===== config.mk =====
export PLATFORM = sky130hd
export DESIGN_NAME = frame_escape_encoder_xor
export DESIGN_NICKNAME = d
export VERILOG_FILES = /design/src/sv/fee_pkg.sv /design/src/sv/fee_front.sv /design/src/sv/fee_fifo.sv /design/src/sv/fee_back.sv /design/src/sv/frame_escape_encoder_xor.sv
export SDC_FILE = /design/constraint.sdc
export NUM_CORES = 1
export LEC_CHECK = 0
export BUFFER_PORTS_ARGS = -buffer_cell sky130_fd_sc_hd__buf_2
export CAP_MARGIN = 20
export CORE_MARGIN = 3
export CORE_UTILIZATION = 65
export CTS_CLUSTER_SIZE = 30
export DETAILED_ROUTE_END_ITERATION = 7
export PLACE_DENSITY_LB_ADDON = 0.2
export SLEW_MARGIN = 20
export SYNTH_ARGS = -nofsm -noshare
export SYNTH_HDL_FRONTEND = slang
export SYNTH_SLANG_ARGS = --single-unit

===== constraint.sdc =====
create_clock -name clk_i -period 5.6 [get_ports clk_i]
set_input_delay 1.12 -clock clk_i [delete_from_list [all_inputs] [get_ports clk_i]]
set_output_delay 1.12 -clock clk_i [all_outputs]
set_load 0.01 [all_outputs]

===== src/sv/fee_pkg.sv =====
package fee_pkg;

  localparam logic [7:0] FlagByte = 8'h7E;
  localparam logic [7:0] EscByte  = 8'h7D;
  localparam logic [7:0] EscOf7D  = 8'h01;
  localparam logic [7:0] EscOf7E  = 8'h02;
  localparam logic [7:0] ZeroByte = 8'h00;

  typedef struct packed {
    logic [7:0] data_byte;
    logic       frame_first;
    logic       frame_last;
  } fee_in_t;

  typedef struct packed {
    logic [7:0] out_byte;
    logic       run_last;
    logic       frame_end;
  } fee_out_t;

  // Classified request handed from front to back.
  typedef struct packed {
    logic       first;
    logic       last;
    logic [7:0] data;
    logic [7:0] check;
  } fee_cmd_t;

  function automatic logic needs_esc(input logic [7:0] b);
    return (b == EscByte) || (b == FlagByte);
  endfunction

  function automatic logic [7:0] esc_code(input logic [7:0] b);
    return (b == EscByte) ? EscOf7D : EscOf7E;
  endfunction

endpackage


===== src/sv/fee_front.sv =====
module fee_front (
  input  logic             clk_i,
  input  logic             rst_ni,
  input  logic             accept_i,
  input  fee_pkg::fee_in_t in_item_i,
  output fee_pkg::fee_cmd_t cmd_o
);
  import fee_pkg::*;

  logic [7:0] xor_q, xor_d;
  logic [7:0] xor_next;

  assign xor_next = (in_item_i.frame_first ? ZeroByte : xor_q) ^ in_item_i.data_byte;

  always_comb begin
    xor_d = xor_q;
    if (accept_i) begin
      xor_d = in_item_i.frame_last ? ZeroByte : xor_next;
    end
  end

  always_ff @(posedge clk_i or negedge rst_ni) begin
    if (!rst_ni) begin
      xor_q <= ZeroByte;
    end else begin
      xor_q <= xor_d;
    end
  end

  assign cmd_o.first = in_item_i.frame_first;
  assign cmd_o.last  = in_item_i.frame_last;
  assign cmd_o.data  = in_item_i.data_byte;
  assign cmd_o.check = xor_next;

endmodule


===== src/sv/fee_fifo.sv =====
module fee_fifo #(
  parameter int unsigned Depth = 4
) (
  input  logic              clk_i,
  input  logic              rst_ni,
  input  logic              wr_i,
  input  fee_pkg::fee_cmd_t wr_data_i,
  output logic              full_o,
  input  logic              rd_i,
  output logic              rd_valid_o,
  output fee_pkg::fee_cmd_t rd_data_o
);
  import fee_pkg::*;

  localparam int unsigned AW = $clog2(Depth);
  localparam int unsigned CW = $clog2(Depth + 1);

  fee_cmd_t        mem_q [Depth];
  logic [AW-1:0]   wr_ptr_q, wr_ptr_d;
  logic [AW-1:0]   rd_ptr_q, rd_ptr_d;
  logic [CW-1:0]   cnt_q, cnt_d;

  function automatic logic [AW-1:0] ptr_inc(input logic [AW-1:0] p);
    return (p == AW'(Depth - 1)) ? '0 : p + AW'(1);
  endfunction

  assign full_o     = (cnt_q == CW'(Depth));
  assign rd_valid_o = (cnt_q != '0);
  assign rd_data_o  = mem_q[rd_ptr_q];

  always_comb begin
    wr_ptr_d = wr_i ? ptr_inc(wr_ptr_q) : wr_ptr_q;
    rd_ptr_d = rd_i ? ptr_inc(rd_ptr_q) : rd_ptr_q;
    cnt_d    = cnt_q;
    if (wr_i && !rd_i) begin
      cnt_d = cnt_q + CW'(1);
    end else if (rd_i && !wr_i) begin
      cnt_d = cnt_q - CW'(1);
    end
  end

  always_ff @(posedge clk_i or negedge rst_ni) begin
    if (!rst_ni) begin
      wr_ptr_q <= '0;
      rd_ptr_q <= '0;
      cnt_q    <= '0;
    end else begin
      wr_ptr_q <= wr_ptr_d;
      rd_ptr_q <= rd_ptr_d;
      cnt_q    <= cnt_d;
    end
  end

  always_ff @(posedge clk_i) begin
    if (wr_i) begin
      mem_q[wr_ptr_q] <= wr_data_i;
    end
  end

`ifndef SYNTH
  a_cnt_range: assert property (@(posedge clk_i) disable iff (!rst_ni)
    cnt_q <= CW'(Depth)) else $error("queue count overflow");
  a_no_wr_full: assert property (@(posedge clk_i) disable iff (!rst_ni)
    wr_i |-> !full_o) else $error("write into full queue");
  a_no_rd_empty: assert property (@(posedge clk_i) disable iff (!rst_ni)
    rd_i |-> rd_valid_o) else $error("read from empty queue");
`endif

endmodule


===== src/sv/fee_back.sv =====
module fee_back (
  input  logic              clk_i,
  input  logic              rst_ni,
  input  logic              cmd_valid_i,
  input  fee_pkg::fee_cmd_t cmd_i,
  output logic              cmd_pop_o,
  output logic              empty_o,
  input  logic              pop_i,
  output fee_pkg::fee_out_t out_item_o
);
  import fee_pkg::*;

  localparam logic [2:0] S_OPEN  = 3'd0;
  localparam logic [2:0] S_DATA  = 3'd1;
  localparam logic [2:0] S_DATA2 = 3'd2;
  localparam logic [2:0] S_CHK   = 3'd3;
  localparam logic [2:0] S_CHK2  = 3'd4;
  localparam logic [2:0] S_CLOSE = 3'd5;

  fee_cmd_t   cur_q, cur_d;
  logic       cur_valid_q, cur_valid_d;
  logic [2:0] st_q, st_d;
  fee_out_t   out_q, out_d;
  logic       out_valid_q, out_valid_d;

  logic       adv, emit, done, is_end;
  logic [7:0] byte_c;
  logic [2:0] st_nxt;

  assign adv  = !out_valid_q || pop_i;
  assign emit = cur_valid_q && adv;

  always_comb begin
    byte_c = FlagByte;
    st_nxt = S_DATA;
    done   = 1'b0;
    is_end = 1'b0;
    case (st_q)
      S_OPEN: begin
        byte_c = FlagByte;
        st_nxt = S_DATA;
      end
      S_DATA: begin
        if (needs_esc(cur_q.data)) begin
          byte_c = EscByte;
          st_nxt = S_DATA2;
        end else begin
          byte_c = cur_q.data;
          st_nxt = S_CHK;
          done   = !cur_q.last;
        end
      end
      S_DATA2: begin
        byte_c = esc_code(cur_q.data);
        st_nxt = S_CHK;
        done   = !cur_q.last;
      end
      S_CHK: begin
        if (needs_esc(cur_q.check)) begin
          byte_c = EscByte;
          st_nxt = S_CHK2;
        end else begin
          byte_c = cur_q.check;
          st_nxt = S_CLOSE;
        end
      end
      S_CHK2: begin
        byte_c = esc_code(cur_q.check);
        st_nxt = S_CLOSE;
      end
      S_CLOSE: begin
        byte_c = FlagByte;
        done   = 1'b1;
        is_end = 1'b1;
      end
      default: begin
        byte_c = FlagByte;
        done   = 1'b1;
      end
    endcase
  end

  assign cmd_pop_o = cmd_valid_i && (!cur_valid_q || (emit && done));

  always_comb begin
    cur_d       = cur_q;
    cur_valid_d = cur_valid_q;
    st_d        = st_q;
    if (emit) begin
      st_d = st_nxt;
      if (done) begin
        cur_valid_d = 1'b0;
      end
    end
    if (cmd_pop_o) begin
      cur_d       = cmd_i;
      cur_valid_d = 1'b1;
      st_d        = cmd_i.first ? S_OPEN : S_DATA;
    end
  end

  always_comb begin
    out_d       = out_q;
    out_valid_d = out_valid_q;
    if (emit) begin
      out_d.out_byte  = byte_c;
      out_d.run_last  = done;
      out_d.frame_end = is_end;
      out_valid_d     = 1'b1;
    end else if (pop_i) begin
      out_valid_d = 1'b0;
    end
  end

  always_ff @(posedge clk_i or negedge rst_ni) begin
    if (!rst_ni) begin
      cur_valid_q <= 1'b0;
      st_q        <= S_OPEN;
      out_valid_q <= 1'b0;
    end else begin
      cur_valid_q <= cur_valid_d;
      st_q        <= st_d;
      out_valid_q <= out_valid_d;
    end
  end

  always_ff @(posedge clk_i) begin
    cur_q <= cur_d;
    out_q <= out_d;
  end

  assign empty_o    = !out_valid_q;
  assign out_item_o = out_q;

`ifndef SYNTH
  a_end_is_flag: assert property (@(posedge clk_i) disable iff (!rst_ni)
    out_valid_q && out_q.frame_end |-> out_q.run_last && out_q.out_byte == FlagByte)
    else $error("frame end not on closing flag");
  a_esc_pair: assert property (@(posedge clk_i) disable iff (!rst_ni)
    cur_valid_q && (st_q == S_DATA2 || st_q == S_CHK2) |->
      out_valid_q && out_q.out_byte == EscByte)
    else $error("escape code without preceding escape byte");
  a_run_open: assert property (@(posedge clk_i) disable iff (!rst_ni)
    out_valid_q && !out_q.run_last |-> cur_valid_q)
    else $error("request dropped before its final byte");
`endif

endmodule


===== src/sv/frame_escape_encoder_xor.sv =====
// Frame escape encoder with XOR check. Takes the unescaped bytes of a message
// (frame_first on the first, frame_last on the last) and delivers the framed
// stream one byte per pop: an opening 0x7E before a first byte, 0x7D sent as
// 7D 01, 0x7E as 7D 02, and after a last byte the escaped running XOR of the
// message bytes plus a closing 0x7E flagged by frame_end. run_last marks the
// final byte caused by each request. An input request produces 1 to 6 output
// bytes, paced by the single byte sequencer of the back end, which holds while
// output is not popped. The front classifies one request per cycle while the
// queue is not full into a Depth-entry queue, which can fill when requests
// produce several bytes each or when output lags.
module frame_escape_encoder_xor #(
  parameter int unsigned Depth = 4
) (
  input  logic              clk_i,
  input  logic              rst_ni,
  input  logic              push,
  output logic              full,
  input  fee_pkg::fee_in_t  in_item_i,
  output logic              empty,
  input  logic              pop,
  output fee_pkg::fee_out_t out_item_o
);
  import fee_pkg::*;

  logic     accept;
  fee_cmd_t front_cmd;
  logic     q_full;
  logic     q_valid;
  fee_cmd_t q_cmd;
  logic     q_pop;

  assign accept = push && !q_full;
  assign full   = q_full;

  fee_front u_front (
    .clk_i     (clk_i),
    .rst_ni    (rst_ni),
    .accept_i  (accept),
    .in_item_i (in_item_i),
    .cmd_o     (front_cmd)
  );

  fee_fifo #(
    .Depth (Depth)
  ) u_fifo (
    .clk_i      (clk_i),
    .rst_ni     (rst_ni),
    .wr_i       (accept),
    .wr_data_i  (front_cmd),
    .full_o     (q_full),
    .rd_i       (q_pop),
    .rd_valid_o (q_valid),
    .rd_data_o  (q_cmd)
  );

  fee_back u_back (
    .clk_i       (clk_i),
    .rst_ni      (rst_ni),
    .cmd_valid_i (q_valid),
    .cmd_i       (q_cmd),
    .cmd_pop_o   (q_pop),
    .empty_o     (empty),
    .pop_i       (pop && !empty),
    .out_item_o  (out_item_o)
  );

endmodule


==> results of run 1 <==
## through the flow
step	instances	util (%)	power, mW	hold slack, ns
6_report	446	78.6	3.34	0.499
5_1_grt	446	78.6	3.51	0.525
4_1_cts	446	78.6	3.37	0.502
3_5_place_dp	414	70.3	2.27	0.480
3_3_place_gp	414	70.3	2.24	0.472
2_1_floorplan	301	-	2.06	0.451
## cell type report
class                      instances  area (um^2)
sequential                       119         3470
fill                             390         1570
multi-input combinational        159         1380
clock buffer                      17          414
clock inverter                    15          193
timing repair buffer              26          133
tap                               99          124
inverter                          11         43.8
## sequential cells by signal, indices dropped and copies added (netlist names)
name                count
u_fifo.wr_ptr_q         2
u_back.out_valid_q      1
u_fifo.rd_ptr_q         2
u_back.cur_valid_q      1
u_back.st_q             3
u_back.cur_q           17
u_fifo.mem_q           72
u_front.xor_q           8
u_back.out_item_o      10
u_fifo.cnt_q            3
## path summary, 6_finish.rpt
| path | from | end | slack [ns] |
|---|---|---|---|
| max in group asynchronous | rst_ni | u_front.xor_q[6] | 4.69 |
| hold / removal | u_front.xor_q[7] | u_front.xor_q[7] | 0.50 |
| setup reg to reg | u_back.st_q[1] | u_fifo.cnt_q[2] | 2.96 |
| setup / recovery | u_back.st_q[1] | u_fifo.cnt_q[2] | 2.96 |
| min in group asynchronous | rst_ni | u_back.st_q[0] | 0.57 |
| hold reg to reg | u_front.xor_q[7] | u_front.xor_q[7] | 0.50 |
## logic make-up (layout without fill, tap and decap cells)
| logic type | after synthesis | in the layout | synth area share (%) |
|---|---|---|---|
| xor gates and xnor gates | 13 | 13 | 2.30 |
| adders and majority gates | 7 | 7 | 1.92 |
| buffers and inverters | 23 | 69 | 1.97 |
| AOI/OAI and AO/OA | 39 | 39 | 5.18 |
| muxes | 22 | 22 | 9.22 |
| DFF | 119 | 119 | 70.1 |
| and+or+nand+nor | 78 | 78 | 9.30 |
## metal layers
metal	up-vias	global-route usage (%)	wire length (um)	share of wire, %
met1	1323	27.4	3350	41
li1	1219	-	-	-
met2	86	36.5	4420	54
met3	12	5.79	392	4.7
met4	0	7.81	97	1.2
met5	-	0	0	0
## power groups by stage
stage | Sequential [mW] | Combinational (mW) | Clock (mW)
2_1_floorplan | 1.41 | 0.644 | 0
4_1_cts | 1.47 | 0.795 | 1.10
6_report | 1.47 | 0.786 | 1.09
3_5_place_dp | 1.48 | 0.782 | 0
5_1_grt | 1.50 | 0.867 | 1.14
3_3_place_gp | 1.47 | 0.763 | 0
## worst min-delay path: cells and delay by family (launching register included)
kind               cells  cell delay [ns]
DFF                    1             0.34
and+or+nand+nor        1             0.05
AOI/OAI and AO/OA      1             0.07
## placed cells by master (no fill, tap or decap), types with 5 or more instances in the layout
cell	n
nand2b_1	16
nor2_1	7
edfxtp_1	99
mux4_2	18
xnor2_1	11
buf_2	25
clkinv_4	5
nand3_1	8
inv_6	5
nand2_1	22
o21ai_0	10
dfrtp_1	20
inv_1	9
o21ai_1	8
o21a_1	5
clkbuf_16	16
ha_1	6
==> impl_metrics.env, run 1 <==
export IMPL_crit_path_max_fanout=27
export IMPL_synth_seq_cells=119
export IMPL_clock_path_buffers=2
export IMPL_drive_gt1_share_pct=25.1
export IMPL_start_util_pct=67.6
export IMPL_drv_slew=0
export IMPL_fin_setup_tns_ns=0
export IMPL_insertion_delay_ns=0.51
export IMPL_synth_warnings=0
export IMPL_die_area_um2=8700
export IMPL_portBuffers=25
export IMPL_antenna_left=0
export IMPL_tightest_slew_ns=0.906
export IMPL_cp_common_cell="xor2_1"
export IMPL_synth_most_common_cell="edfxtp_1"
export IMPL_wl_per_cell_um=18.5
export IMPL_grt_pass1_wl_um=13800
export IMPL_antenna_found_initial=0
export IMPL_skew_ns=0.00706
export IMPL_dp_slack_ns=2.55
export IMPL_synth_distinct_cells=50
export IMPL_ioPinCount=26
export IMPL_coreArea_um2=7330
export IMPL_area_delta_synth_final_pct=16.3
export IMPL_num_nets_final=355
export IMPL_htreeDepth=4
export IMPL_worst_slack_ns=2.96
export IMPL_synthCells=301
export IMPL_vias=2640
export IMPL_die_w_um=93.3
export IMPL_worstRegToRegCells=9
export IMPL_clock_sinks=119
export IMPL_drt_total_wl_um=8260
export IMPL_rsz0062_at_grt="false"
export IMPL_postCtsHoldBufs=0
export IMPL_crit_path_start_kind="flop"
export IMPL_grt_overflow_total=0
export IMPL_grt_pass1_vias=2699
export IMPL_vdd_ir_drop_max_mv=0.392
export IMPL_cts_resized=0
export IMPL_path_clk_slew_ns=0.06
export IMPL_fp_dieH_um=93.3
export IMPL_min_period_ns=2.64
export IMPL_path_class="reg2reg"
export IMPL_slew_headroom_pct=39.6
export IMPL_powerDensity_nw_per_um2=580
export IMPL_postCtsSetupBuffers=0
export IMPL_first_pass_iters=4
export IMPL_synth_edff_count=99
export IMPL_holdPathStages=2
export IMPL_critical_path_top_delay_family="flip-flops"
export IMPL_ys_seq_area_share_pct=70.1
export IMPL_synth_nets=322
export IMPL_p_comb_share_pct=23.5
export IMPL_vias_per_cell=5.92
export IMPL_place_area_um2=5160
export IMPL_grt_use_total_pct=21.7
export IMPL_drt_first_iter_violations=139
export IMPL_cts_tree="yes"
export IMPL_setup_viol=0
export IMPL_drv_cap=0
export IMPL_stdcell_area_um2=5760
export IMPL_synth_top_flop_cell="edfxtp_1"
export IMPL_synthTopCellsByArea="edfxtp_1, dfrtp_1, mux4_2"
export IMPL_endpoint_kind="flop"
export IMPL_yosysTopAreaCell="edfxtp_1"
export IMPL_synth_top_area_share_pct=60.0
export IMPL_num_rows=31
export IMPL_synth_area_um2=4950
export IMPL_syn_area_per_cell_um2=16.5
export IMPL_worstPathBufferInverterCount=1
export IMPL_switching_share_pct=29.5
export IMPL_arrival_ns=3.06
export IMPL_path_depth=9
export IMPL_synth_common_cells="edfxtp_1, nand2_1, dfrtp_1, mux4_2, nand2b_1"
export IMPL_fmax_mhz=379
export IMPL_p_int_mw=2.36
export IMPL_p_leak_nw=2.07
export IMPL_min_path_type="reg2reg"
export IMPL_status="completed"
export IMPL_p_sw_uw=986
export IMPL_antenna_cells=0
export IMPL_finalCritPeriodShare_pct=47.1
export IMPL_numCtsBuffers=17
export IMPL_hold_viol_final=0
export IMPL_max_stage_delay_ns=0.81
export IMPL_seqPwrFrac_pct=44.0
export IMPL_grt_start_max_net_pins=28
export IMPL_crit_slowest_cell="dfrtp_1"
export IMPL_async_flop_share_pct=16.8
export IMPL_cp_required_ns=6.03
export IMPL_gp_congestion=0.890
export IMPL_drc=0
export IMPL_p_clk_share_pct=32.5
export IMPL_cts_root_buffer="clkbuf_8"
export IMPL_path_cells="a21oi_1 -> o2111ai_1 -> o21a_4 -> ha_1 -> inv_1 -> fa_1 -> xor2_1 -> nor2_1 -> xor2_1"
export IMPL_dp_hpwl_um=4990
Note: power is estimated with default switching activity, not from simulation.
==> run 2: changes to the inputs <==
--- a/config.mk
+++ b/config.mk
@@ -8,7 +8,7 @@
 export BUFFER_PORTS_ARGS = -buffer_cell sky130_fd_sc_hd__buf_2
 export CAP_MARGIN = 20
 export CORE_MARGIN = 3
-export CORE_UTILIZATION = 65
+export CORE_UTILIZATION = 54
 export CTS_CLUSTER_SIZE = 30
 export DETAILED_ROUTE_END_ITERATION = 7
 export PLACE_DENSITY_LB_ADDON = 0.2
==> constraint.sdc (replaced) <==
create_clock -name clk_i -period 2.4 [get_ports clk_i]
set_input_delay 0.48 -clock clk_i [delete_from_list [all_inputs] [get_ports clk_i]]
set_output_delay 0.48 -clock clk_i [all_outputs]
set_load 0.01 [all_outputs]
==> run 2 against run 1 <==
  * Sequential power increased by 120%
  * Critical endpoint unchanged
  * Wire length grew 3.0%
  * Combinational power rose to 2.6 times the previous value
  * Final area increased by 0.54%
  * Non-clock buffer count grew 9
  * Worst hold slack lost 0.29 ns
  * Via count is 1.6% lower
  * Cell count grew 4.0%
  * Setup slack worse by 2.8 ns
  * Largest cell class unchanged
  * Largest power group unchanged
  * Die area rose by 19%
==> impl_metrics.env, run 2 (synthesis gave the netlist of run 1 again) <==
export IMPL_drv_cap=0
export IMPL_worst_slack_ns=0.146
export IMPL_drt_total_wl_um=8510
export IMPL_final_common_cell="edfxtp_1"
export IMPL_coreArea_um2=8810
export IMPL_drt_first_iter_violations=136
export IMPL_largest_reg_flops=72
export IMPL_min_path_type="in2reg"
export IMPL_vias=2599
export IMPL_multi_input_area_um2=1390
export IMPL_htreeDepth=4
export IMPL_die_area_um2=10400
export IMPL_antenna_cells=0
export IMPL_fin_setup_tns_ns=0
export IMPL_grt_pass1_vias=2686
export IMPL_portBuffers=25
export IMPL_die_w_um=102
export IMPL_grt_overflow_total=0
export IMPL_dp_slack_ns=0.0499
export IMPL_start_util_pct=56.3
export IMPL_final_cell_mix="edfxtp_1, buf_2, nand2_1"
export IMPL_drive_gt1_share_pct=26.7
export IMPL_skew_ns=0.0106
export IMPL_path_class="reg2reg"
export IMPL_tightest_slew_ns=0.988
export IMPL_p_sw_mw=2.28
export IMPL_crit_path_start_kind="flop"
export IMPL_rsz0062_at_grt="false"
export IMPL_gp_congestion=0.762
export IMPL_insertion_delay_ns=0.51
export IMPL_fp_dieH_um=102
export IMPL_fmax_mhz=444
export IMPL_path_clk_slew_ns=0.06
export IMPL_ioPinCount=26
export IMPL_cp_required_ns=2.84
export IMPL_p_int_mw=5.38
export IMPL_crit_path_max_fanout=4
export IMPL_vias_per_cell=5.60
export IMPL_min_period_ns=2.25
export IMPL_vdd_ir_drop_max_mv=0.662
export IMPL_clock_sinks=119
export IMPL_grt_start_max_net_pins=25
export IMPL_switching_share_pct=29.8
export IMPL_grt_pass1_wl_um=13900
export IMPL_finalCritPeriodShare_pct=93.9
export IMPL_p_comb_share_pct=27.2
export IMPL_grt_use_total_pct=18.6
export IMPL_regArea_um2=3470
export IMPL_drv_slew=0
export IMPL_slew_headroom_pct=34.2
export IMPL_numCtsBuffers=17
export IMPL_drc=0
export IMPL_hold_viol_final=0
export IMPL_num_nets_final=364
export IMPL_cts_root_buffer="clkbuf_8"
export IMPL_p_leak_nw=2.08
export IMPL_top_register="u_fifo.mem_q"
export IMPL_arrival_ns=2.69
export IMPL_cts_tree="yes"
export IMPL_endpoint_kind="flop"
export IMPL_wl_per_cell_um=18.3
export IMPL_p_clk_share_pct=30.0
export IMPL_antenna_left=0
export IMPL_area_delta_synth_final_pct=17.0
export IMPL_fill_cells=606
export IMPL_num_rows=34
export IMPL_clock_path_buffers=2
export IMPL_first_pass_iters=4
export IMPL_dp_hpwl_um=5360
export IMPL_seqPwrFrac_pct=42.8
export IMPL_status="completed"
export IMPL_setup_viol=0
export IMPL_powerDensity_nw_per_um2=1320
export IMPL_antenna_found_initial=0
## run 2: power by group through the flow
stage               clock, mW  combinational [mW]  sequential (mW)
CTS                      2.32                2.11             3.28
finish                   2.29                2.08             3.28
detailed placement          0                2.10             3.32
global placement            0                2.05             3.29
floorplan                   0                1.50             3.30
global route             2.41                2.32             3.35
## run 2: worst max-delay path: stages, from the launching register on
cell and delay [ns]:
dfrtp_2 0.43, or3_4 0.41, o2111ai_2 0.12, o21a_4 0.18
ha_1 0.18, inv_1 0.06, fa_1 0.37, xor2_1 0.17
nor2_1 0.11, xor2_1 0.15
## run 2: path summary, 6_finish.rpt
check,startpoint,end,slack (ns),depth (start not counted)
setup / recovery,u_fifo.cnt_q[0],u_fifo.cnt_q[2],0.15,9
hold / removal,in_item_i[4],u_fifo.mem_q[0][10],0.21,1
setup reg to reg,u_fifo.cnt_q[0],u_fifo.cnt_q[2],0.15,9
hold reg to reg,u_front.xor_q[0],u_front.xor_q[0],0.48,2
max in group asynchronous,rst_ni,u_fifo.cnt_q[0],1.52,2
min in group asynchronous,rst_ni,u_back.cur_valid_q,0.49,2
## run 2: cell type report
class / count / share of cell area, %
Tap cell: 108 / 2.33
Clock inverter: 12 / 1.79
Sequential cell: 119 / 60.0
Timing Repair Buffer: 35 / 3.50
Clock buffer: 20 / 7.69
Inverter: 11 / 0.756
Multi-Input combinational cell: 159 / 24.0
## run 2: routing by layer
layer | wire length [um] | GRT usage, % | vias to the layer above
met3 | 339 | 6.13 | 14
met5 | 0 | 0 | -
met2 | 4320 | 29.7 | 61
met4 | 132 | 6.85 | 0
li1 | - | - | 1226
met1 | 3720 | 23.9 | 1298
## run 2: per-stage QoR
stage	cell area [um^2]	total power, mW	util, %	hold slack (ns)	instances
6_report	5790	7.66	65.8	0.208	464
3_5_place_dp	5220	5.41	59.3	0.477	430
5_1_grt	5790	8.08	65.8	0.195	464
3_3_place_gp	5220	5.34	59.3	0.465	430
4_1_cts	5780	7.71	65.6	0.191	463
2_1_floorplan	4950	4.80	-	0.184	301
## run 2: timing repair
action,4_1_cts,5_1_grt
endpoints found under the hold margin,20,0
hold buffers,1,0
resized for setup,0,2
setup endpoints to repair,0,1
buffers inserted,0,1
==> run 3: changes to the inputs <==
--- a/config.mk
+++ b/config.mk
@@ -8,9 +8,10 @@
 export BUFFER_PORTS_ARGS = -buffer_cell sky130_fd_sc_hd__buf_2
 export CAP_MARGIN = 20
 export CORE_MARGIN = 3
-export CORE_UTILIZATION = 54
+export CORE_UTILIZATION = 65
 export CTS_CLUSTER_SIZE = 30
 export DETAILED_ROUTE_END_ITERATION = 7
+export HOLD_SLACK_MARGIN = 0.06
 export PLACE_DENSITY_LB_ADDON = 0.2
 export SLEW_MARGIN = 20
 export SYNTH_ARGS = -nofsm -noshare
==> constraint.sdc (replaced) <==
create_clock -name clk_i -period 2.8 [get_ports clk_i]
set_input_delay 0.56 -clock clk_i [delete_from_list [all_inputs] [get_ports clk_i]]
set_output_delay 0.56 -clock clk_i [all_outputs]
set_load 0.01 [all_outputs]
==> run 3 against run 2 <==
  * Setup slack gained 0.29 ns
  * Largest power group unchanged
  * Register-to-register slack gained 0.29 ns
  * Clock power shrank 13%
  * First-iteration DRC count grew 34%
  * Worst hold slack gained 0.085 ns
  * Combinational power shrank 16%
  * Wire length grew 4.9%
  * Power shrank 13%
==> impl_metrics.env, run 3 (synthesis gave the netlist of run 1 again) <==
export IMPL_gp_congestion=0.856
export IMPL_first_pass_iters=5
export IMPL_crit_path_max_fanout=5
export IMPL_start_util_pct=67.6
export IMPL_drv_slew=0
export IMPL_antenna_cells=0
export IMPL_seqPwrFrac_pct=43.5
export IMPL_numCtsBuffers=17
export IMPL_setup_viol=0
export IMPL_r2r_end="u_fifo.cnt_q[2]"
export IMPL_vdd_ir_drop_max_mv=0.802
export IMPL_busiest_layer="met2"
export IMPL_area_delta_synth_final_pct=17.2
export IMPL_insertion_delay_ns=0.51
export IMPL_regArea_um2=3470
export IMPL_postCtsSetupBuffers=0
export IMPL_grt_start_max_net_pins=22
export IMPL_rsz0062_at_grt="false"
export IMPL_top_register="u_fifo.mem_q"
export IMPL_final_common_cell="edfxtp_1"
export IMPL_switching_share_pct=29.7
export IMPL_drt_first_iter_violations=182
export IMPL_drv_cap=0
export IMPL_die_area_um2=8700
export IMPL_slew_headroom_pct=41.3
export IMPL_die_w_um=93.3
export IMPL_coreArea_um2=7330
export IMPL_crit_slowest_cell="edfxtp_1"
export IMPL_r2r_start="u_back.cur_q[15]"
export IMPL_antenna_left=0
export IMPL_worstRegToRegCells=9
export IMPL_stdcell_count=455
export IMPL_met1_usage_pct=28.5
export IMPL_p_int_mw=4.66
export IMPL_grt_overflow_total=0
export IMPL_r2r_slack_ns=0.43
export IMPL_drive_gt1_share_pct=25.8
export IMPL_cp_startpoint="u_back.cur_q[15]"
export IMPL_postCtsHoldBufs=1
export IMPL_clock_path_buffers=2
export IMPL_dp_hpwl_um=5220
export IMPL_portBuffers=25
export IMPL_num_rows=31
export IMPL_powerDensity_nw_per_um2=1140
export IMPL_fill_cells=382
export IMPL_power_mw=6.64
export IMPL_fmax_mhz=422
export IMPL_grt_pass1_vias=2793
export IMPL_place_inst=422
export IMPL_hold_viol_final=0
export IMPL_num_nets_final=364
export IMPL_critPathCapture="u_fifo.cnt_q[2]"
export IMPL_path_cells="nand2b_1 -> nor4_4 -> o21a_4 -> ha_1 -> inv_1 -> fa_1 -> xor2_1 -> nor2_1 -> xor2_1"
export IMPL_ioPinCount=26
export IMPL_endpoint_kind="flop"
export IMPL_p_sw_mw=1.97
export IMPL_vias_per_cell=5.97
export IMPL_wl_per_cell_um=19.6
export IMPL_grt_util_met2_pct=37.0
export IMPL_skew_ns=0.00858
export IMPL_cts_root_buffer="clkbuf_8"
export IMPL_antenna_found_initial=0
export IMPL_crit_path_start_kind="flop"
export IMPL_cp_common_cell="xor2_1"
export IMPL_drc=0
export IMPL_cts_tree="yes"
export IMPL_arrival_ns=2.80
export IMPL_fp_dieH_um=93.3
export IMPL_multi_input_area_um2=1380
export IMPL_fin_setup_tns_ns=0
export IMPL_largest_reg_flops=72
export IMPL_grt_pass1_wl_um=14400
export IMPL_max_stage_delay_ns=0.40
export IMPL_path_class="reg2reg"
export IMPL_path_clk_slew_ns=0.06
export IMPL_cts_resized=0
export IMPL_drt_total_wl_um=8920
export IMPL_vias=2716
export IMPL_grt_use_met3_pct=8.21
export IMPL_min_path_type="in2reg"
export IMPL_htreeDepth=4
export IMPL_p_comb_share_pct=26.3
export IMPL_status="completed"
export IMPL_tightest_slew_ns=0.880
export IMPL_clock_sinks=119
export IMPL_p_leak_nw=2.10
export IMPL_grt_use_total_pct=23.1
export IMPL_p_clk_share_pct=30.2
export IMPL_min_period_ns=2.37
export IMPL_finalCritPeriodShare_pct=84.6
export IMPL_final_cell_mix="edfxtp_1, buf_2, nand2_1"
export IMPL_cp_required_ns=3.23
[run 3: cell type report]
type	instances	area share, %
inverter	11	0.754
timing repair buffer	35	3.92
clock buffer	19	7.26
multi-input combinational	159	23.8
clock inverter	13	2.28
sequential	119	59.8
tap	99	2.13
[run 3: metal layers]
metal | share of wire (%) | vias to the layer above
met4 | 2.0 | 0
li1 | - | 1234
met5 | 0 | -
met2 | 50 | 121
met3 | 6.7 | 23
met1 | 41 | 1338
[run 3: per-stage QoR]
step / util (%) / hold WS [ns] / setup WS [ns] / area (um^2)
detailed placement: 71.5 / 0.482 / 0.452 / 5240
finish: 79.2 / 0.294 / 0.431 / 5810
global placement: 71.5 / 0.465 / 0.529 / 5240
floorplan: - / 0.264 / 0.406 / 4950
CTS: 79.2 / 0.276 / 0.420 / 5810
global route: 79.2 / 0.277 / 0.237 / 5810
[run 3: worst max-delay path: cells and delay by family (launching register included)]
family	cells	cell delay, ns
AO/OA/AOI/OAI	1	0.20
XOR/XNOR	2	0.31
flip-flops	1	0.40
AND/OR/NAND/NOR	3	0.76
buffers and inverters	1	0.06
adder cells (fa/ha/maj)	2	0.57
[run 3: worst min path at each step]
stage                     startpoint             endpoint  slack, ns  depth (start not counted)
floorplan                     rst_ni   u_back.cur_valid_q       0.26                          0
global placement    u_front.xor_q[0]     u_front.xor_q[0]       0.46                          2
detailed placement  u_front.xor_q[1]     u_front.xor_q[1]       0.48                          2
CTS                     in_item_i[9]  u_fifo.mem_q[1][15]       0.28                          1
global route            in_item_i[9]  u_fifo.mem_q[1][15]       0.28                          1
finish                  in_item_i[9]  u_fifo.mem_q[1][15]       0.29                          1
[run 3: power by group through the flow]
| stage | Clock (mW) | Sequential, mW | Combinational, mW |
|---|---|---|---|
| 2_1_floorplan | 0 | 2.83 | 1.29 |
| 5_1_grt | 2.10 | 2.94 | 1.93 |
| 3_3_place_gp | 0 | 2.88 | 1.68 |
| 3_5_place_dp | 0 | 2.90 | 1.74 |
| 4_1_cts | 2.03 | 2.89 | 1.77 |
| 6_report | 2.00 | 2.89 | 1.75 |
